### config.mk
export PLATFORM = sky130hd
export DESIGN_NAME = iir_interpolator_4x
export DESIGN_NICKNAME = d
export VERILOG_FILES = /design/src/hdl/iir4x_pkg.sv /design/src/hdl/iir4x_ctrl.sv /design/src/hdl/iir4x_dp.sv /design/src/hdl/iir_interpolator_4x.sv
export SDC_FILE = /design/constraint.sdc
export NUM_CORES = 2
export LEC_CHECK = 0
export BUFFER_PORTS_ARGS = -buffer_cell sky130_fd_sc_hd__buf_2
export CAP_MARGIN = 20
export CORE_MARGIN = 3
export CORE_UTILIZATION = 45
export CTS_CLUSTER_SIZE = 25
export DETAILED_ROUTE_END_ITERATION = 10
export HOLD_SLACK_MARGIN = 0.06
export PLACE_DENSITY_LB_ADDON = 0.15
export SLEW_MARGIN = 20
export SYNTH_ARGS = -nofsm -noshare
export SYNTH_HDL_FRONTEND = slang
export SYNTH_SLANG_ARGS = --single-unit
### constraint.sdc
create_clock -name aclk -period 10.8 [get_ports aclk]
set_input_delay 1.08 -clock aclk [delete_from_list [all_inputs] [get_ports aclk]]
set_output_delay 1.08 -clock aclk [all_outputs]
set_load 0.1 [all_outputs]
### src/hdl/iir4x_pkg.sv
// ----------------------------------------------------------------------------
// iir4x_pkg
// Shared types and constants of the 4x IIR interpolator: coefficient table,
// fixed-point constants and the command and status groups between the
// controller and the datapath.
// ----------------------------------------------------------------------------
package iir4x_pkg;

    // fractional bits of the coefficient table entries
    localparam int ROM_FRAC = 28;
    // guard bits carried by the section accumulator and state words
    localparam int GUARD = 8;
    localparam int ROM_ROWS = 4;
    localparam int ROM_COLS = 5;

    // butterworth sections at 0.2 of the rate, one row per section q
    // columns: b0, b1, b2, a1, a2 in Q3.28
    localparam logic signed [31:0] COEF_ROM [ROM_ROWS][ROM_COLS] = '{
        '{32'sd47983512, 32'sd95967024,  32'sd47983512, -32'sd85835515,  32'sd9334108},
        '{32'sd51788671, 32'sd103577342, 32'sd51788671, -32'sd92642391,  32'sd31361620},
        '{32'sd60679720, 32'sd121359440, 32'sd60679720, -32'sd108547183, 32'sd82830608},
        '{32'sd78227633, 32'sd156455266, 32'sd78227633, -32'sd139937844, 32'sd184412919}
    };

    // coefficient column select
    typedef enum logic [2:0] {
        C_B0 = 3'd0,
        C_B1 = 3'd1,
        C_B2 = 3'd2,
        C_A1 = 3'd3,
        C_A2 = 3'd4
    } coef_sel_t;

    // accumulator and state operations of one section step
    typedef enum logic [2:0] {
        OP_NONE    = 3'd0,
        OP_Y       = 3'd1,
        OP_LOAD_S2 = 3'd2,
        OP_SUB     = 3'd3,
        OP_WR_S1   = 3'd4,
        OP_WR_S2   = 3'd5
    } acc_op_t;

    // source of a cascade pass input
    typedef enum logic [1:0] {
        SRC_ZERO = 2'd0,
        SRC_MID0 = 2'd1,
        SRC_MID1 = 2'd2
    } src_sel_t;

    typedef struct packed {
        logic      accept;
        logic      mul_en;
        coef_sel_t mul_coef;
        logic      mul_y;
        acc_op_t   op;
        logic      casc;
        logic      load_x;
        src_sel_t  src;
        logic      save_mid0;
        logic      save_mid1;
        logic      emit;
        logic      last;
    } dp_cmd_t;

    typedef struct packed {
        logic out_free;
        logic out_valid;
    } dp_sts_t;

endpackage

### src/hdl/iir4x_ctrl.sv
// ----------------------------------------------------------------------------
// iir4x_ctrl
// Sequencer of the interpolator: walks six cascade passes per input sample,
// the sections of each pass and the five multiply steps of each section.
// ----------------------------------------------------------------------------
module iir4x_ctrl #(
    parameter int SECTIONS = 4
) (
    input  logic                 aclk,
    input  logic                 aresetn,
    input  logic                 s_tvalid,
    output logic                 s_tready,
    input  iir4x_pkg::dp_sts_t   sts,
    output iir4x_pkg::dp_cmd_t   cmd,
    output logic [((SECTIONS > 1) ? $clog2(SECTIONS) : 1)-1:0] sec,
    output logic [((SECTIONS > 1) ? $clog2(SECTIONS) : 1)-1:0] mul_sec
);
    import iir4x_pkg::*;

    localparam int SEC_W = (SECTIONS > 1) ? $clog2(SECTIONS) : 1;
    localparam logic [SEC_W-1:0] SEC_LAST = SEC_W'(SECTIONS - 1);

    typedef enum logic [2:0] {
        ST_IDLE = 3'b001,
        ST_RUN  = 3'b010,
        ST_END  = 3'b100
    } ctl_state_t;

    typedef enum logic [2:0] {
        STP_MUL_B0 = 3'd0,
        STP_Y      = 3'd1,
        STP_S2     = 3'd2,
        STP_SUB    = 3'd3,
        STP_WR_S1  = 3'd4,
        STP_WR_S2  = 3'd5
    } step_t;

    // first cascade: input and zero; second cascade: mid0, zero, mid1, zero
    typedef enum logic [2:0] {
        PASS_IN    = 3'd0,
        PASS_ZERO1 = 3'd1,
        PASS_MID0  = 3'd2,
        PASS_ZERO2 = 3'd3,
        PASS_MID1  = 3'd4,
        PASS_ZERO3 = 3'd5
    } pass_t;

    ctl_state_t       state_reg, state_next;
    step_t            step_reg, step_next;
    pass_t            pass_reg, pass_next;
    logic [SEC_W-1:0] sec_reg, sec_next;

    always_ff @(posedge aclk) begin
        if (!aresetn) begin
            state_reg <= ST_IDLE;
            step_reg  <= STP_MUL_B0;
            pass_reg  <= PASS_IN;
            sec_reg   <= '0;
        end else begin
            state_reg <= state_next;
            step_reg  <= step_next;
            pass_reg  <= pass_next;
            sec_reg   <= sec_next;
        end
    end

    assign sec      = sec_reg;
    assign s_tready = (state_reg == ST_IDLE);

    always_comb begin
        state_next = state_reg;
        step_next  = step_reg;
        pass_next  = pass_reg;
        sec_next   = sec_reg;
        mul_sec    = sec_reg;
        cmd        = '0;
        cmd.casc   = (pass_reg != PASS_IN) && (pass_reg != PASS_ZERO1);

        case (state_reg)
            ST_IDLE: begin
                if (s_tvalid) begin
                    cmd.accept = 1'b1;
                    pass_next  = PASS_IN;
                    sec_next   = '0;
                    step_next  = STP_MUL_B0;
                    state_next = ST_RUN;
                end
            end
            ST_RUN: begin
                case (step_reg)
                    STP_MUL_B0: begin
                        cmd.mul_en   = 1'b1;
                        cmd.mul_coef = C_B0;
                        step_next    = STP_Y;
                    end
                    STP_Y: begin
                        cmd.op       = OP_Y;
                        cmd.mul_en   = 1'b1;
                        cmd.mul_coef = C_B1;
                        step_next    = STP_S2;
                    end
                    STP_S2: begin
                        cmd.op       = OP_LOAD_S2;
                        cmd.mul_en   = 1'b1;
                        cmd.mul_coef = C_A1;
                        cmd.mul_y    = 1'b1;
                        step_next    = STP_SUB;
                    end
                    STP_SUB: begin
                        cmd.op       = OP_SUB;
                        cmd.mul_en   = 1'b1;
                        cmd.mul_coef = C_B2;
                        step_next    = STP_WR_S1;
                    end
                    STP_WR_S1: begin
                        cmd.op       = OP_WR_S1;
                        cmd.mul_en   = 1'b1;
                        cmd.mul_coef = C_A2;
                        cmd.mul_y    = 1'b1;
                        step_next    = STP_WR_S2;
                    end
                    STP_WR_S2: begin
                        cmd.op = OP_WR_S2;
                        if (sec_reg == SEC_LAST) begin
                            state_next = ST_END;
                        end else begin
                            // start b0 of the next section on this section's output
                            cmd.mul_en   = 1'b1;
                            cmd.mul_coef = C_B0;
                            cmd.mul_y    = 1'b1;
                            mul_sec      = SEC_W'(sec_reg + 1'b1);
                            sec_next     = SEC_W'(sec_reg + 1'b1);
                            step_next    = STP_Y;
                        end
                    end
                    default: begin
                        step_next = STP_MUL_B0;
                    end
                endcase
            end
            ST_END: begin
                sec_next  = '0;
                step_next = STP_MUL_B0;
                case (pass_reg)
                    PASS_IN: begin
                        cmd.save_mid0 = 1'b1;
                        cmd.load_x    = 1'b1;
                        cmd.src       = SRC_ZERO;
                        pass_next     = PASS_ZERO1;
                        state_next    = ST_RUN;
                    end
                    PASS_ZERO1: begin
                        cmd.save_mid1 = 1'b1;
                        cmd.load_x    = 1'b1;
                        cmd.src       = SRC_MID0;
                        pass_next     = PASS_MID0;
                        state_next    = ST_RUN;
                    end
                    PASS_MID0: begin
                        if (sts.out_free) begin
                            cmd.emit   = 1'b1;
                            cmd.load_x = 1'b1;
                            cmd.src    = SRC_ZERO;
                            pass_next  = PASS_ZERO2;
                            state_next = ST_RUN;
                        end
                    end
                    PASS_ZERO2: begin
                        if (sts.out_free) begin
                            cmd.emit   = 1'b1;
                            cmd.load_x = 1'b1;
                            cmd.src    = SRC_MID1;
                            pass_next  = PASS_MID1;
                            state_next = ST_RUN;
                        end
                    end
                    PASS_MID1: begin
                        if (sts.out_free) begin
                            cmd.emit   = 1'b1;
                            cmd.load_x = 1'b1;
                            cmd.src    = SRC_ZERO;
                            pass_next  = PASS_ZERO3;
                            state_next = ST_RUN;
                        end
                    end
                    PASS_ZERO3: begin
                        if (sts.out_free) begin
                            cmd.emit   = 1'b1;
                            cmd.last   = 1'b1;
                            pass_next  = PASS_IN;
                            state_next = ST_IDLE;
                        end
                    end
                    default: begin
                        pass_next  = PASS_IN;
                        state_next = ST_IDLE;
                    end
                endcase
            end
            default: begin
                state_next = ST_IDLE;
            end
        endcase
    end

endmodule

### src/hdl/iir4x_dp.sv
// ----------------------------------------------------------------------------
// iir4x_dp
// Datapath of the interpolator: one shared multiplier with a product
// register, the section accumulator, the state words of both cascades, the
// pass input and midpoint registers and the output register.
// ----------------------------------------------------------------------------
module iir4x_dp #(
    parameter int SECTIONS    = 4,
    parameter int SAMPLE_BITS = 24,
    parameter int COEF_BITS   = 32
) (
    input  logic                          aclk,
    input  logic                          aresetn,
    input  iir4x_pkg::dp_cmd_t            cmd,
    input  logic [((SECTIONS > 1) ? $clog2(SECTIONS) : 1)-1:0] sec,
    input  logic [((SECTIONS > 1) ? $clog2(SECTIONS) : 1)-1:0] mul_sec,
    input  logic signed [SAMPLE_BITS-1:0] sample_in,
    input  logic                          out_ready,
    output iir4x_pkg::dp_sts_t            sts,
    output logic signed [SAMPLE_BITS-1:0] sample_out,
    output logic                          last_out
);
    import iir4x_pkg::*;

    localparam int SEC_W      = (SECTIONS > 1) ? $clog2(SECTIONS) : 1;
    localparam int COEF_FRAC  = COEF_BITS - 4;
    localparam int SIG_BITS   = SAMPLE_BITS + 4;
    localparam int STATE_BITS = SAMPLE_BITS + 16;
    localparam int ACC_BITS   = STATE_BITS + 2;
    localparam int PROD_BITS  = COEF_BITS + SIG_BITS;
    localparam int SH         = COEF_FRAC - GUARD;
    localparam logic signed [PROD_BITS-1:0] PROD_HALF = PROD_BITS'(1) << (SH - 1);
    localparam logic signed [ACC_BITS-1:0]  ACC_HALF  = ACC_BITS'(1) << (GUARD - 1);

    function automatic logic signed [SIG_BITS-1:0] sat_sig(
        input logic signed [ACC_BITS-1:0] v
    );
        logic [ACC_BITS-SIG_BITS:0] top;
        top = v[ACC_BITS-1:SIG_BITS-1];
        if ((top == '0) || (top == '1)) begin
            return v[SIG_BITS-1:0];
        end
        return v[ACC_BITS-1] ? {1'b1, {(SIG_BITS-1){1'b0}}} : {1'b0, {(SIG_BITS-1){1'b1}}};
    endfunction

    function automatic logic signed [STATE_BITS-1:0] sat_state(
        input logic signed [ACC_BITS-1:0] v
    );
        logic [ACC_BITS-STATE_BITS:0] top;
        top = v[ACC_BITS-1:STATE_BITS-1];
        if ((top == '0) || (top == '1)) begin
            return v[STATE_BITS-1:0];
        end
        return v[ACC_BITS-1] ? {1'b1, {(STATE_BITS-1){1'b0}}}
                             : {1'b0, {(STATE_BITS-1){1'b1}}};
    endfunction

    function automatic logic signed [SAMPLE_BITS-1:0] sat_smp(
        input logic signed [ACC_BITS-1:0] v
    );
        logic [ACC_BITS-SAMPLE_BITS:0] top;
        top = v[ACC_BITS-1:SAMPLE_BITS-1];
        if ((top == '0) || (top == '1)) begin
            return v[SAMPLE_BITS-1:0];
        end
        return v[ACC_BITS-1] ? {1'b1, {(SAMPLE_BITS-1){1'b0}}}
                             : {1'b0, {(SAMPLE_BITS-1){1'b1}}};
    endfunction

    logic signed [SIG_BITS-1:0]   x_reg, y_reg, mid0_reg, mid1_reg;
    logic signed [PROD_BITS-1:0]  prod_reg;
    logic signed [ACC_BITS-1:0]   acc_reg;
    logic signed [STATE_BITS-1:0] s1_reg [2][SECTIONS];
    logic signed [STATE_BITS-1:0] s2_reg [2][SECTIONS];
    logic signed [SAMPLE_BITS-1:0] out_reg;
    logic                          last_reg, valid_reg;

    // coefficient from the table, scaled to COEF_FRAC fractional bits
    logic [1:0]                  coef_row;
    logic signed [63:0]          rom_w, coef_w;
    logic signed [COEF_BITS-1:0] coef;

    assign coef_row = 2'(mul_sec);
    assign rom_w    = 64'(COEF_ROM[coef_row][cmd.mul_coef]);

    generate
        if (COEF_FRAC >= ROM_FRAC) begin : g_coef_up
            assign coef_w = rom_w <<< (COEF_FRAC - ROM_FRAC);
        end else begin : g_coef_dn
            assign coef_w = (rom_w + (64'sd1 <<< (ROM_FRAC - COEF_FRAC - 1)))
                            >>> (ROM_FRAC - COEF_FRAC);
        end
    endgenerate

    assign coef = coef_w[COEF_BITS-1:0];

    logic signed [SIG_BITS-1:0]   mul_opnd;
    logic signed [PROD_BITS-1:0]  prod;
    logic signed [PROD_BITS-1:0]  prod_r;
    logic signed [STATE_BITS-1:0] rnd;
    logic signed [ACC_BITS-1:0]   rnd_w, s1_w, s2_w, y_sum, y_shr, s2_sum;
    logic signed [SIG_BITS-1:0]   src_val;

    assign mul_opnd = cmd.mul_y ? y_reg : x_reg;
    assign prod     = coef * mul_opnd;

    // product rounded half up back to state scale
    assign prod_r = prod_reg + PROD_HALF;
    assign rnd    = STATE_BITS'(prod_r >>> SH);
    assign rnd_w  = ACC_BITS'(rnd);
    assign s1_w   = ACC_BITS'(s1_reg[cmd.casc][sec]);
    assign s2_w   = ACC_BITS'(s2_reg[cmd.casc][sec]);
    assign y_sum  = rnd_w + s1_w + ACC_HALF;
    assign y_shr  = y_sum >>> GUARD;
    assign s2_sum = acc_reg - rnd_w;

    always_comb begin
        case (cmd.src)
            SRC_MID0: src_val = mid0_reg;
            SRC_MID1: src_val = mid1_reg;
            default:  src_val = '0;
        endcase
    end

    always_ff @(posedge aclk) begin
        if (cmd.mul_en) begin
            prod_reg <= prod;
        end
        if (cmd.accept) begin
            x_reg <= SIG_BITS'(sample_in) <<< 1;
        end else if (cmd.load_x) begin
            x_reg <= src_val;
        end else if (cmd.op == OP_WR_S2) begin
            x_reg <= y_reg;
        end
        if (cmd.op == OP_Y) begin
            y_reg <= sat_sig(y_shr);
        end
        case (cmd.op)
            OP_LOAD_S2: acc_reg <= rnd_w + s2_w;
            OP_SUB:     acc_reg <= acc_reg - rnd_w;
            OP_WR_S1:   acc_reg <= rnd_w;
            default:    acc_reg <= acc_reg;
        endcase
        if (cmd.save_mid0) begin
            mid0_reg <= sat_sig(ACC_BITS'(y_reg) <<< 1);
        end
        if (cmd.save_mid1) begin
            mid1_reg <= sat_sig(ACC_BITS'(y_reg) <<< 1);
        end
        if (cmd.emit) begin
            out_reg  <= sat_smp(ACC_BITS'(y_reg));
            last_reg <= cmd.last;
        end
    end

    // filter state words clear on reset
    always_ff @(posedge aclk) begin
        if (!aresetn) begin
            for (int c = 0; c < 2; c++) begin
                for (int k = 0; k < SECTIONS; k++) begin
                    s1_reg[c][k] <= '0;
                    s2_reg[c][k] <= '0;
                end
            end
        end else begin
            if (cmd.op == OP_WR_S1) begin
                s1_reg[cmd.casc][sec] <= sat_state(acc_reg);
            end
            if (cmd.op == OP_WR_S2) begin
                s2_reg[cmd.casc][sec] <= sat_state(s2_sum);
            end
        end
    end

    always_ff @(posedge aclk) begin
        if (!aresetn) begin
            valid_reg <= 1'b0;
        end else if (cmd.emit) begin
            valid_reg <= 1'b1;
        end else if (out_ready) begin
            valid_reg <= 1'b0;
        end
    end

    assign sts.out_free  = !valid_reg || out_ready;
    assign sts.out_valid = valid_reg;
    assign sample_out    = out_reg;
    assign last_out      = last_reg;

endmodule

### src/hdl/iir_interpolator_4x.sv
// ----------------------------------------------------------------------------
// iir_interpolator_4x
// 4x audio interpolator built from two cascades of butterworth biquads.
// ----------------------------------------------------------------------------
// Each base-rate sample transferred on the s_ channel gives four 4x-rate
// samples on the m_ channel, m_tlast high on the fourth. The input is doubled
// and zero-stuffed to 2x and filtered by a cascade of SECTIONS biquads, the
// result is doubled and zero-stuffed to 4x and filtered by a second cascade;
// outputs saturate to SAMPLE_BITS. All six cascade passes of an item run on a
// single shared multiplier, five multiplies per section; the passes that emit
// a result wait in their end state while the output register holds an untaken
// result. The next input is taken once the fourth result has been placed in
// the output register. Filter states clear on reset.
module iir_interpolator_4x #(
    parameter int SECTIONS    = 4,
    parameter int SAMPLE_BITS = 24,
    parameter int COEF_BITS   = 32
) (
    input  logic                                aclk,
    input  logic                                aresetn,
    input  logic                                s_tvalid,
    output logic                                s_tready,
    // [SAMPLE_BITS-1:0] sample_in
    input  logic [((SAMPLE_BITS + 7) / 8) * 8-1:0] s_tdata,
    output logic                                m_tvalid,
    input  logic                                m_tready,
    // [SAMPLE_BITS-1:0] sample_out
    output logic [((SAMPLE_BITS + 7) / 8) * 8-1:0] m_tdata,
    output logic                                m_tlast
);
    import iir4x_pkg::*;

    localparam int SEC_W      = (SECTIONS > 1) ? $clog2(SECTIONS) : 1;
    localparam int TDATA_BITS = ((SAMPLE_BITS + 7) / 8) * 8;

    dp_cmd_t                  cmd;
    dp_sts_t                  sts;
    logic [SEC_W-1:0]         sec, mul_sec;
    logic signed [SAMPLE_BITS-1:0] sample_in, sample_out;

    assign sample_in = s_tdata[SAMPLE_BITS-1:0];

    iir4x_ctrl #(
        .SECTIONS (SECTIONS)
    ) u_ctrl (
        .aclk     (aclk),
        .aresetn  (aresetn),
        .s_tvalid (s_tvalid),
        .s_tready (s_tready),
        .sts      (sts),
        .cmd      (cmd),
        .sec      (sec),
        .mul_sec  (mul_sec)
    );

    iir4x_dp #(
        .SECTIONS    (SECTIONS),
        .SAMPLE_BITS (SAMPLE_BITS),
        .COEF_BITS   (COEF_BITS)
    ) u_dp (
        .aclk       (aclk),
        .aresetn    (aresetn),
        .cmd        (cmd),
        .sec        (sec),
        .mul_sec    (mul_sec),
        .sample_in  (sample_in),
        .out_ready  (m_tready),
        .sts        (sts),
        .sample_out (sample_out),
        .last_out   (m_tlast)
    );

    assign m_tvalid = sts.out_valid;
    assign m_tdata  = TDATA_BITS'($unsigned(sample_out));

endmodule
==> flow_summary.toml <==
[clocking]
cts_tree = "done"
root_buffer = "clkbuf_16"
cts_setup_buffers = 0
cts_buffers = 91
clk_latency_ns = 0.71
clkTransAtPathRegs_ns = 0.06
cts_sinks = 872
cts.path.max_buffers = 3
htree_levels = 3

[yosys]
syn_inst = 6943
synth_edf_count = 859
synthFlopType = "edfxtp_1"
syn-num-nets = 8160
ys_seq_area_share_pct = 35.2
synth_warnings = 0
netlist_area_um2 = 73900
syn_area_per_cell_um2 = 10.6
synth.distinct_cells = 103
async_reset_ff_share_pct = 0
synth-seq-cells = 872

[setup_path]
endpoint_kind = "flop"
cp_num_cells = 37
cp.required_ns = 11.23
path_delay_family = "adder cells"
cp_max_fo = 9
worst-path-buf-inv = 8
critical_path.max_stage_delay_ns = 0.56
critical_path_class = "flop to flop"
crit_path_start_kind = "flop"
critPathSlowestCell = "fa_1"
r2r_cells = 37
crit_top_cell = "fa_1"
worstPathArrival_ns = 10.80

[route]
drt.antenna.violating_nets = 0
avgViaCountPerCell = 5.75
vias = 52900
drc = 0
wl_per_cell_um = 26.3
dr.first_iter.drc_count = 4715
drtPass1Iterations = 6
routed_wl_mm = 242

[cells_and_area]
final_util_pct = 49.4
syn_to_final_growth_pct = 8.81
ff_latch_area_um2 = 26100
drive_gt1_share_pct = 10.0
layout.cells.non_filler = 9186
multi_input_area_um2 = 43500
nets = 8156
fill_cells = 15000

[sta]
drv_slew = 0
final.setup.tns_ns = 0
slew_headroom_pct = 15.8
hold_viol = 0
fmax_mhz = 96.5
finalSetupViolCount = 0
grt_setup_unrepaired = "no"
worst_slew_pin_slew_ns = 1.26
fin_skew_ns = 0.0507
min_period_over_period_pct = 96.0
period_needed_ns = 10.37

[floorplan]
rows = 148
dieArea_um2 = 169000
core-area_um2 = 163000
io_pins = 55
fp.dieH_um = 411
die_x_um = 411
initial_utilization_pct = 45.4

[run_status]
status = "finished, final reports clean"

[place]
port_buffers = 54
dp_hpwl_mm = 179
routabilityCongestion = 0.956
place_inst = 9021

[worst_hold_path]
holdPathStages = 2
hold_path_class = "flop to flop"

[grt]
grt_pass1_vias = 55100
grt_max_degree = 91
grt_pass1_wl_mm = 362
grt.overflow.total = 0
antenna_found_initial = 8
grt_use_total_pct = 28.9

[run]
cap_violations = 0
==> metal layers <==
metal / GRT usage, % / vias up / part of all wire (%)
li1: - / 23300 / -
met1: 37.8 / 27200 / 40
met2: 49.0 / 1926 / 49
met3: 2.57 / 437 / 5.3
met4: 13.3 / 2 / 5.4
met5: 0 / - / 0.0058
==> cell families after synthesis <==
logic type / Yosys count / synth area share (%)
muxes: 208 / 5.52
xor gates and xnor gates: 211 / 2.52
AOI/OAI and AO/OA: 1092 / 9.19
and+or+nand+nor: 2094 / 12.1
buffers and inverters: 1277 / 6.55
DFF: 872 / 35.2
adders and majority gates: 1189 / 28.9
==> cell usage after synthesis (46+ instances only) <==
cell type	number	area [um2]
o21ai_0	144	721
xor2_1	76	666
a21o_1	118	886
fa_1	866	17300
clkbuf_1	312	1170
nand2_1	785	2950
xnor2_1	134	1170
mux4_2	158	3560
edfxtp_1	859	25800
ha_1	323	4040
inv_1	904	3390
nand3_1	69	345
a21oi_1	463	2320
nor3_1	75	375
o21a_1	46	345
nor2_1	882	3310
==> what timing repair did <==
item | CTS | global route
hold buffers | 0 | 0
endpoints found under the setup margin | 0 | 8
resized for setup | 0 | 8
==> per-stage QoR <==
step,hold WS [ns],setup slack (ns),cell area [um2]
after floorplan,0.559,0.640,73900
final,0.609,0.435,80500
after global placement,0.606,0.374,77600
after CTS,0.595,0.282,80400
after global routing,0.657,0.000419,80400
after detailed placement,0.606,0.327,77600
==> final cells by class <==
cell class	instances	area share, %
Antenna cell	2	0.00622
Clock buffer	115	3.06
Clock inverter	48	0.439
Inverter	905	4.22
Multi-Input combinational cell	4794	54.0
Sequential cell	872	32.4
Tap cell	2175	3.38
Timing Repair Buffer	275	2.46
==> placed cells by master, fill, tap and decap left out, types with 119 or more instances in the layout <==
master and n:
inv_1 903, nor2_1 878, fa_1 866, edfxtp_1 859, nand2_1 777, a21oi_1 450, ha_1 322, buf_4 217
mux4_2 158, xnor2_1 133, o21ai_0 119
==> worst min-delay path: cells and delay by family (launching register included) <==
family | cells | cell delay [ns]
flops | 1 | 0.32
simple gates | 1 | 0.14
compound gates | 1 | 0.10
==> path summary, 6_finish.rpt <==
path	start	endpoint	slack, ns
worst max register to register	u_ctrl.state_reg[1]	u_dp.prod_reg[59]	0.43
worst min register to register	u_dp.valid_reg	u_dp.valid_reg	0.61
worst min-delay path	u_dp.valid_reg	u_dp.valid_reg	0.61
worst max-delay path	u_ctrl.state_reg[1]	u_dp.prod_reg[59]	0.43
Power is not shown: default switching activity piles up to over one toggle a cycle in this logic, so the estimate is an artifact.
